## config.mk

```make
export PLATFORM = sky130hd
export DESIGN_NAME = pfst_ctrl
export DESIGN_NICKNAME = d
export VERILOG_FILES = /design/src/design/pfst_pkg.sv /design/src/design/pfst_ctrl.sv
export VERILOG_INCLUDE_DIRS = /design/src /design/src/design
export SDC_FILE = /design/constraint.sdc
export NUM_CORES = 1
export LEC_CHECK = 0
export ABC_AREA = 1
export BUFFER_PORTS_ARGS = -buffer_cell sky130_fd_sc_hd__buf_2
export CORE_AREA = 5 5 42 44
export DETAILED_ROUTE_END_ITERATION = 8
export DIE_AREA = 0 0 47 49
export SETUP_SLACK_MARGIN = 0.05
export SKIP_LAST_GASP = 1
export SYNTH_ARGS = -nofsm -noshare
export SYNTH_HDL_FRONTEND = slang
export SYNTH_SLANG_ARGS = --single-unit
```

## constraint.sdc

```tcl
create_clock -name clk -period 2.5 [get_ports clk]
set_input_delay 0.25 -clock clk [delete_from_list [all_inputs] [get_ports clk]]
set_output_delay 0.25 -clock clk [all_outputs]
set_load 0.05 [all_outputs]
```

## src/design/per_source_flow_stats_table_core_defines.svh

```systemverilog
// Assertion macros shared by the flow statistics table modules.
`ifndef PER_SOURCE_FLOW_STATS_TABLE_CORE_DEFINES_SVH
`define PER_SOURCE_FLOW_STATS_TABLE_CORE_DEFINES_SVH
`ifndef SYNTHESIS
// Same-cycle implication: pre holds, so post holds in that cycle.
`define PFST_ASSERT_SAME(label, clk, rst, pre, post) \
  label: assert property (@(posedge clk) disable iff (rst) (pre) |-> (post)) \
    else $error("pfst same-cycle check failed");
// Next-cycle implication: pre holds, so post holds in the next cycle.
`define PFST_ASSERT_NEXT(label, clk, rst, pre, post) \
  label: assert property (@(posedge clk) disable iff (rst) (pre) |=> (post)) \
    else $error("pfst next-cycle check failed");
`else
`define PFST_ASSERT_SAME(label, clk, rst, pre, post)
`define PFST_ASSERT_NEXT(label, clk, rst, pre, post)
`endif
`endif

```

## src/design/pfst_pkg.sv

```systemverilog
// Types and constants of the per-source flow statistics table.
`timescale 1ns / 1ps
package pfst_pkg;

  localparam logic       MODE_RECORD = 1'b0;
  localparam logic       MODE_QUERY  = 1'b1;
  localparam logic [31:0] SAT32      = 32'hFFFF_FFFF;

  typedef struct packed {
    logic        mode;
    logic [31:0] address;
    logic [15:0] byte_count;
    logic [31:0] now;
  } request_t;

  typedef struct packed {
    logic        found;
    logic        created;
    logic        bucket_full;
    logic [31:0] packet_total;
    logic [31:0] byte_total;
    logic [31:0] start_time;
  } result_t;

  typedef struct packed {
    logic [31:0] address;
    logic [31:0] bytes;
    logic [31:0] packets;
    logic [31:0] start;
  } entry_t;

  // Controller to datapath
  typedef struct packed {
    logic load;
    logic capture_count;
    logic advance_way;
    logic set_hit;
    logic finish;
    logic clear_step;
  } cmd_t;

  // Datapath to controller
  typedef struct packed {
    logic way_lt_count;
    logic addr_match;
    logic clear_last;
  } status_t;

endpackage

```

## src/design/pfst_ctrl.sv

```systemverilog
// Sequencer of the flow statistics table: clear pass, lookup scan, update.
`timescale 1ns / 1ps
`include "per_source_flow_stats_table_core_defines.svh"
module pfst_ctrl (
  input  logic              clk,
  input  logic              rst,
  input  logic              start,
  input  pfst_pkg::status_t status,
  output pfst_pkg::cmd_t    cmd,
  output logic              busy
);

  typedef enum logic [5:0] {
    ST_CLEAR  = 6'b000001,
    ST_IDLE   = 6'b000010,
    ST_COUNT  = 6'b000100,
    ST_PROBE  = 6'b001000,
    ST_MATCH  = 6'b010000,
    ST_FINISH = 6'b100000
  } state_t;

  state_t state;
  state_t state_next;

  always_ff @(posedge clk) begin
    if (rst) begin
      state <= ST_CLEAR;
    end else begin
      state <= state_next;
    end
  end

  always_comb begin
    state_next = state;
    cmd        = '0;
    unique case (state)
      ST_CLEAR: begin
        cmd.clear_step = 1'b1;
        if (status.clear_last) begin
          state_next = ST_IDLE;
        end
      end
      ST_IDLE: begin
        if (start) begin
          cmd.load   = 1'b1;
          state_next = ST_COUNT;
        end
      end
      ST_COUNT: begin
        cmd.capture_count = 1'b1;
        state_next        = ST_PROBE;
      end
      ST_PROBE: begin
        if (status.way_lt_count) begin
          state_next = ST_MATCH;
        end else begin
          state_next = ST_FINISH;
        end
      end
      ST_MATCH: begin
        if (status.addr_match) begin
          cmd.set_hit = 1'b1;
          state_next  = ST_FINISH;
        end else begin
          cmd.advance_way = 1'b1;
          state_next      = ST_PROBE;
        end
      end
      ST_FINISH: begin
        cmd.finish = 1'b1;
        state_next = ST_IDLE;
      end
      default: begin
        state_next = ST_CLEAR;
      end
    endcase
  end

  assign busy = (state != ST_IDLE);

  `PFST_ASSERT_NEXT(a_accept_reads_count, clk, rst, start && !busy, state == ST_COUNT)
  `PFST_ASSERT_NEXT(a_miss_continues_scan, clk, rst, cmd.advance_way, state == ST_PROBE)
  `PFST_ASSERT_NEXT(a_finish_returns_idle, clk, rst, cmd.finish, state == ST_IDLE && !busy)

endmodule

```

==> flow_summary.yaml, run 1 <==
setup_path:
  worstSetupStartpointType: "register"
  worstPathCellList: "inv_1 > nor2_2 > nand3_2 > inv_1 > nand2_1 > inv_1 > buf_2"
  crit_buf_inv: 4
  cp_slowest_cell: "dfxtp_1"
  cp.required_ns: 2.25
  cp_top_family: "buffers and inverters"
  critPathMostFrequentCell: "inv_1"
  endpoint_kind: "output pin"
  cp_max_fo: 3
  cp_slowest_stage_delay_ns: 0.38
  crit_arrival_ns: 1.29
  critical_path_class: "register to output pin"
placement:
  dpl.cell_count: 83
  portBuffers: 12
  gp_congestion: 0.781
  place_ws_ns: 1.22
  dpl.hpwl_um: 623
timing:
  finalHoldViolCount: 0
  fin_crit_ns: 1.54
  rsz0062_at_grt: "no"
  worst_pin_slew_ns: 0.251
  fin_hold_ws_ns: 0.234
  skew_ns: 0.00294
  fin_crit_sh_pct: 61.7
  slew_headroom_pct: 83.4
  finalSetupViolCount: 0
  layout_setup_ws_ns: 0.959
  finalSetupTns_ns: 0
  report.final.slew_viol_count: 0
  fmax_mhz: 649
power_and_ir_drop:
  p_int_uw: 181
  powerDensity_nw_per_um2: 619
  switching_power_uw: 105
  total_leakage_power_uw: 0.000274
  p_seq_share_pct: 39.2
  peakVddDrop_mv: 0.273
  p_clk_share_pct: 31.5
  switching_share_pct: 36.8
  comb_power_share_pct: 29.3
finish:
  diodes: 0
  top_regs: "state x6"
  fin_nets: 78
  largest_reg_flops: 6
  syn2layout_area_growth_pct: 28.5
  largest_register: "state"
  layout-drive-gt1-share_pct: 35.7
  fin_cells: 86
cts:
  cts_sinks: 6
  ctsResizeCount: 0
  cts_tree: "yes"
  clkTransAtPathRegs_ns: 0.05
  cts_buffers: 3
  clockRootBuffer: "clkbuf_4"
  hold_buffers: 0
  h-tree-depth: 1
  clockBufferDepth: 2
  cts_setup_buffers: 0
  clkLatencyLatePin_ns: 0.25
floorplanning:
  die_area_um2: 2300
  num_io_pins: 13
  die_x_um: 47
  die_h_um: 49
  initial_utilization_pct: 25.7
  std_cell_rows: 14
  core_area_um2: 1400
synth:
  syn_area_per_cell_um2: 6.55
  yosys.area.top_type: "dfxtp_1"
  syn_nets: 61
  synth_cell_types: 12
  syn_inst: 55
  ys_ff_latch: 6
  ys_seq_area_share_pct: 33.3
  synth_top_cell_area_share_pct: 33.3
  ys_warn_count: 0
  synthTopCellsByArea: "dfxtp_1, inv_1, nor2_1"
  netlist_area_um2: 360
routing:
  drt_iter0_markers: 8
  wl_per_cell_um: 9.12
  drcViolationCount: 0
  drt_first_pass_iters: 4
  ant_nets: 0
  vias: 361
  routed_wl_um: 784
  vias_per_cell: 4.20
global_routing:
  grt_max_degree: 6
  overflow: 0
  grt_pass1_vias: 351
  grt_pass1_wl_um: 1450
  grt_util_all_layers_pct: 9.17
  grt_antenna_before_repair: 0
run:
  drv_cap: 0
run_status:
  status: "completed"
min_path:
  hold_path.class: "input pin to register"
per-stage QoR:
step | power [uW] | util (%) | area, um2
3_5_place_dp | 198 | 31.4 | 440
5_1_grt | 312 | 33.0 | 463
6_report | 287 | 33.0 | 463
4_1_cts | 293 | 33.0 | 463
3_3_place_gp | 196 | 31.4 | 440
2_1_floorplan | 179 | - | 360
worst reg2reg max path: stages, from the launching register on:
cell and delay, ns:
dfxtp_1 0.33, nor2_4 0.17, nand4_1 0.16, nand2_1 0.12
inv_1 0.04, nand2_1 0.05, nand3_1 0.05
placed cells by master (no fill, tap or decap):
cell type / n
nor2_2: 3
inv_2: 2
nor2_4: 3
dfxtp_1: 6
clkbuf_4: 3
inv_1: 13
a21oi_1: 1
nand2_1: 7
nor2_1: 10
nor3_1: 2
nand4_1: 2
nand3_2: 2
buf_2: 12
nand3_1: 4
layout make-up:
| type | count | area [um2] |
|---|---|---|
| fillers | 169 | 938 |
| multi-input cells | 34 | 184 |
| inverters | 15 | 56.3 |
| clock buffers | 3 | 22.5 |
| well taps | 16 | 20.0 |
| flip-flops and latches | 6 | 120 |
| repair buffers | 12 | 60.1 |
cells in the mapped netlist:
| master | n |
|---|---|
| nand4_1 | 2 |
| nand3_1 | 4 |
| dfxtp_1 | 6 |
| nor2_2 | 3 |
| a21oi_1 | 1 |
| nor2_4 | 3 |
| nor3_1 | 2 |
| inv_2 | 2 |
| inv_1 | 13 |
| nor2_1 | 10 |
| nand2_1 | 7 |
| nand3_2 | 2 |
metal layers:
metal / GRT usage, % / part of all wire [%]
met4: 4.15 / 0
met2: 11.1 / 41
met1: 11.7 / 43
met5: 0 / 0
met3: 7.01 / 15
power by group through the flow:
stage	combinational, uW	sequential [uW]	clock (uW)
after global placement	82.4	114	0
after detailed placement	83.7	114	0
final	84.0	112	90.4
after floorplan	65.7	113	0
after global routing	95.2	113	103
after CTS	84.9	112	95.2
worst paths after layout:
| path | startpoint | slack (ns) | cells after the start | end |
|---|---|---|---|---|
| hold / removal | rst | 0.23 | 2 | state[3] |
| setup / recovery | state[4] | 0.96 | 7 | cmd[2] |
| setup reg to reg | state[4] | 1.46 | 6 | state[0] |
| hold reg to reg | state[1] | 0.62 | 4 | state[2] |
logic make-up after synthesis:
| logic type | count (synthesis) | share of synthesized area, % |
|---|---|---|
| AOI/OAI and AO/OA | 1 | 1.39 |
| buffers and inverters | 15 | 15.6 |
| DFF | 6 | 33.3 |
| and+or+nand+nor | 33 | 49.7 |
No activity file was read; power rests on OpenSTA's default activity.
==> run 2, diff against run 1 <==
==> constraint.sdc (replaced) <==
create_clock -name clk -period 1.4 [get_ports clk]
set_input_delay 0.14 -clock clk [delete_from_list [all_inputs] [get_ports clk]]
set_output_delay 0.14 -clock clk [all_outputs]
set_load 0.05 [all_outputs]
==> flow_summary.yaml, run 2 (synthesis results as in run 1) <==
timing:
  fmax_mhz: 767
  layout_setup_ws_ns: 0.0961
  fin_crit_sh_pct: 93.1
  rsz0062_at_grt: "yes"
  slew_headroom_pct: 83.4
  finalSetupViolCount: 0
  worst_pin_slew_ns: 0.251
  report.final.slew_viol_count: 0
  fin_hold_ws_ns: 0.135
  fin_crit_ns: 1.30
  finalHoldViolCount: 0
  skew_ns: 0.00322
power_and_ir_drop:
  switching_power_uw: 195
  powerDensity_nw_per_um2: 1010
  p_clk_share_pct: 29.2
  p_seq_share_pct: 37.0
  peakVddDrop_mv: 0.463
  p_int_uw: 349
  total_power_uw: 543
  total_leakage_power_uw: 0.000288
  switching_share_pct: 35.8
  comb_power_share_pct: 33.8
global_routing:
  grt_util_all_layers_pct: 8.88
  grt_max_degree: 6
  grt_antenna_before_repair: 0
  grt_pass1_vias: 343
  overflow: 0
  grt_pass1_wl_um: 1370
routing:
  wl_per_cell_um: 9.09
  vias: 369
  drcViolationCount: 0
  vias_per_cell: 4.19
  routed_wl_um: 800
  ant_nets: 0
  drt_first_pass_iters: 1
  drt_iter0_markers: 0
cts:
  cts_tree: "yes"
  hold_buffers: 0
  clkTransAtPathRegs_ns: 0.04
  cts_sinks: 6
  clockBufferDepth: 2
  clockRootBuffer: "clkbuf_4"
  cts_buffers: 3
  h-tree-depth: 1
  clkLatencyLatePin_ns: 0.24
placement:
  portBuffers: 12
  gp_congestion: 0.777
  dpl.hpwl_um: 616
  dpl.cell_count: 83
  place_ws_ns: 0.219
finish:
  top_regs: "state x6"
  fin_cells: 88
  syn2layout_area_growth_pct: 49.3
  fin_util_pct: 38.4
  largest_register: "state"
  final_common_cell: "inv_1"
  fin_nets: 80
  layout-drive-gt1-share_pct: 51.4
  diodes: 0
  layout_common_cells: "inv_1, nor2_1, nand2_1, buf_2, inv_2"
  largest_reg_flops: 6
min_path:
  min_from: "rst"
  min_to: "state[5]"
  hold_path.class: "input pin to register"
  hold_depth: 2
floorplanning:
  die_area_um2: 2300
  initial_utilization_pct: 25.7
  std_cell_rows: 14
  die_h_um: 49
  core_area_um2: 1400
  num_io_pins: 13
  die_x_um: 47
setup_path:
  worstRegToRegCells: 6
  endpoint_kind: "output pin"
  worstSetupStartpointType: "register"
  r2r-end: "state[1]"
  crit_arrival_ns: 1.16
  r2r_slack_ns: 0.36
  reg2reg_from: "state[5]"
  cp.required_ns: 1.26
  critical_path_class: "register to output pin"
  cp_max_fo: 5
run_status:
  status: "completed"
run:
  drv_cap: 0
run 2: worst max-delay path, stage by stage, from the launching register on:
cell and delay, ns:
dfxtp_2 0.34, nor2_4 0.16, nand3_2 0.16, nor2_4 0.11
buf_6 0.16
run 2: how the worst max path moves through the flow:
stage / slack (ns) / startpoint / to
4_1_cts: -0.001 / state[4] / cmd[2]
3_3_place_gp: 0.24 / state[4] / cmd[2]
2_1_floorplan: 0.06 / state[1] / cmd[5]
5_1_grt: 0.02 / state[5] / cmd[5]
3_5_place_dp: 0.22 / state[4] / cmd[2]
6_report: 0.1 / state[5] / cmd[5]
run 2: per-layer routing:
| layer | track usage, % | part of all wire, % | wire (um) | up-vias |
|---|---|---|---|---|
| li1 | - | - | - | 199 |
| met5 | 0 | 0 | 0 | - |
| met4 | 8.29 | 3.9 | 31 | 0 |
| met2 | 9.28 | 37 | 299 | 15 |
| met3 | 4.80 | 9.8 | 78 | 4 |
| met1 | 11.9 | 49 | 391 | 151 |
run 2: timing repair:
action | in CTS | in global routing
buffers inserted | 0 | 2
setup endpoints to repair | 5 | 7
gates resized for setup | 7 | 17
pin swaps | 0 | 6
run 2: power groups by stage:
stage	clock [uW]	sequential (uW)	combinational, uW
after floorplan	0	202	120
after global placement	0	203	150
after detailed placement	0	203	152
after CTS	170	200	161
after global routing	176	200	203
final	159	201	183
run 2: metrics by stage:
| step | setup TNS (ns) | area (um2) |
|---|---|---|
| 2_1_floorplan | 0 | 368 |
| 3_3_place_gp | 0 | 448 |
| 3_5_place_dp | 0 | 448 |
| 4_1_cts | -0.00139 | 490 |
| 5_1_grt | 0 | 538 |
| 6_report | 0 | 538 |
run 2: final cells by class:
type / count / area, um2
clock buffer: 3 / 22.5
timing repair buffer: 14 / 116
fill: 151 / 863
multi-input combinational: 34 / 194
inverter: 15 / 56.3
tap: 16 / 20.0
sequential: 6 / 129
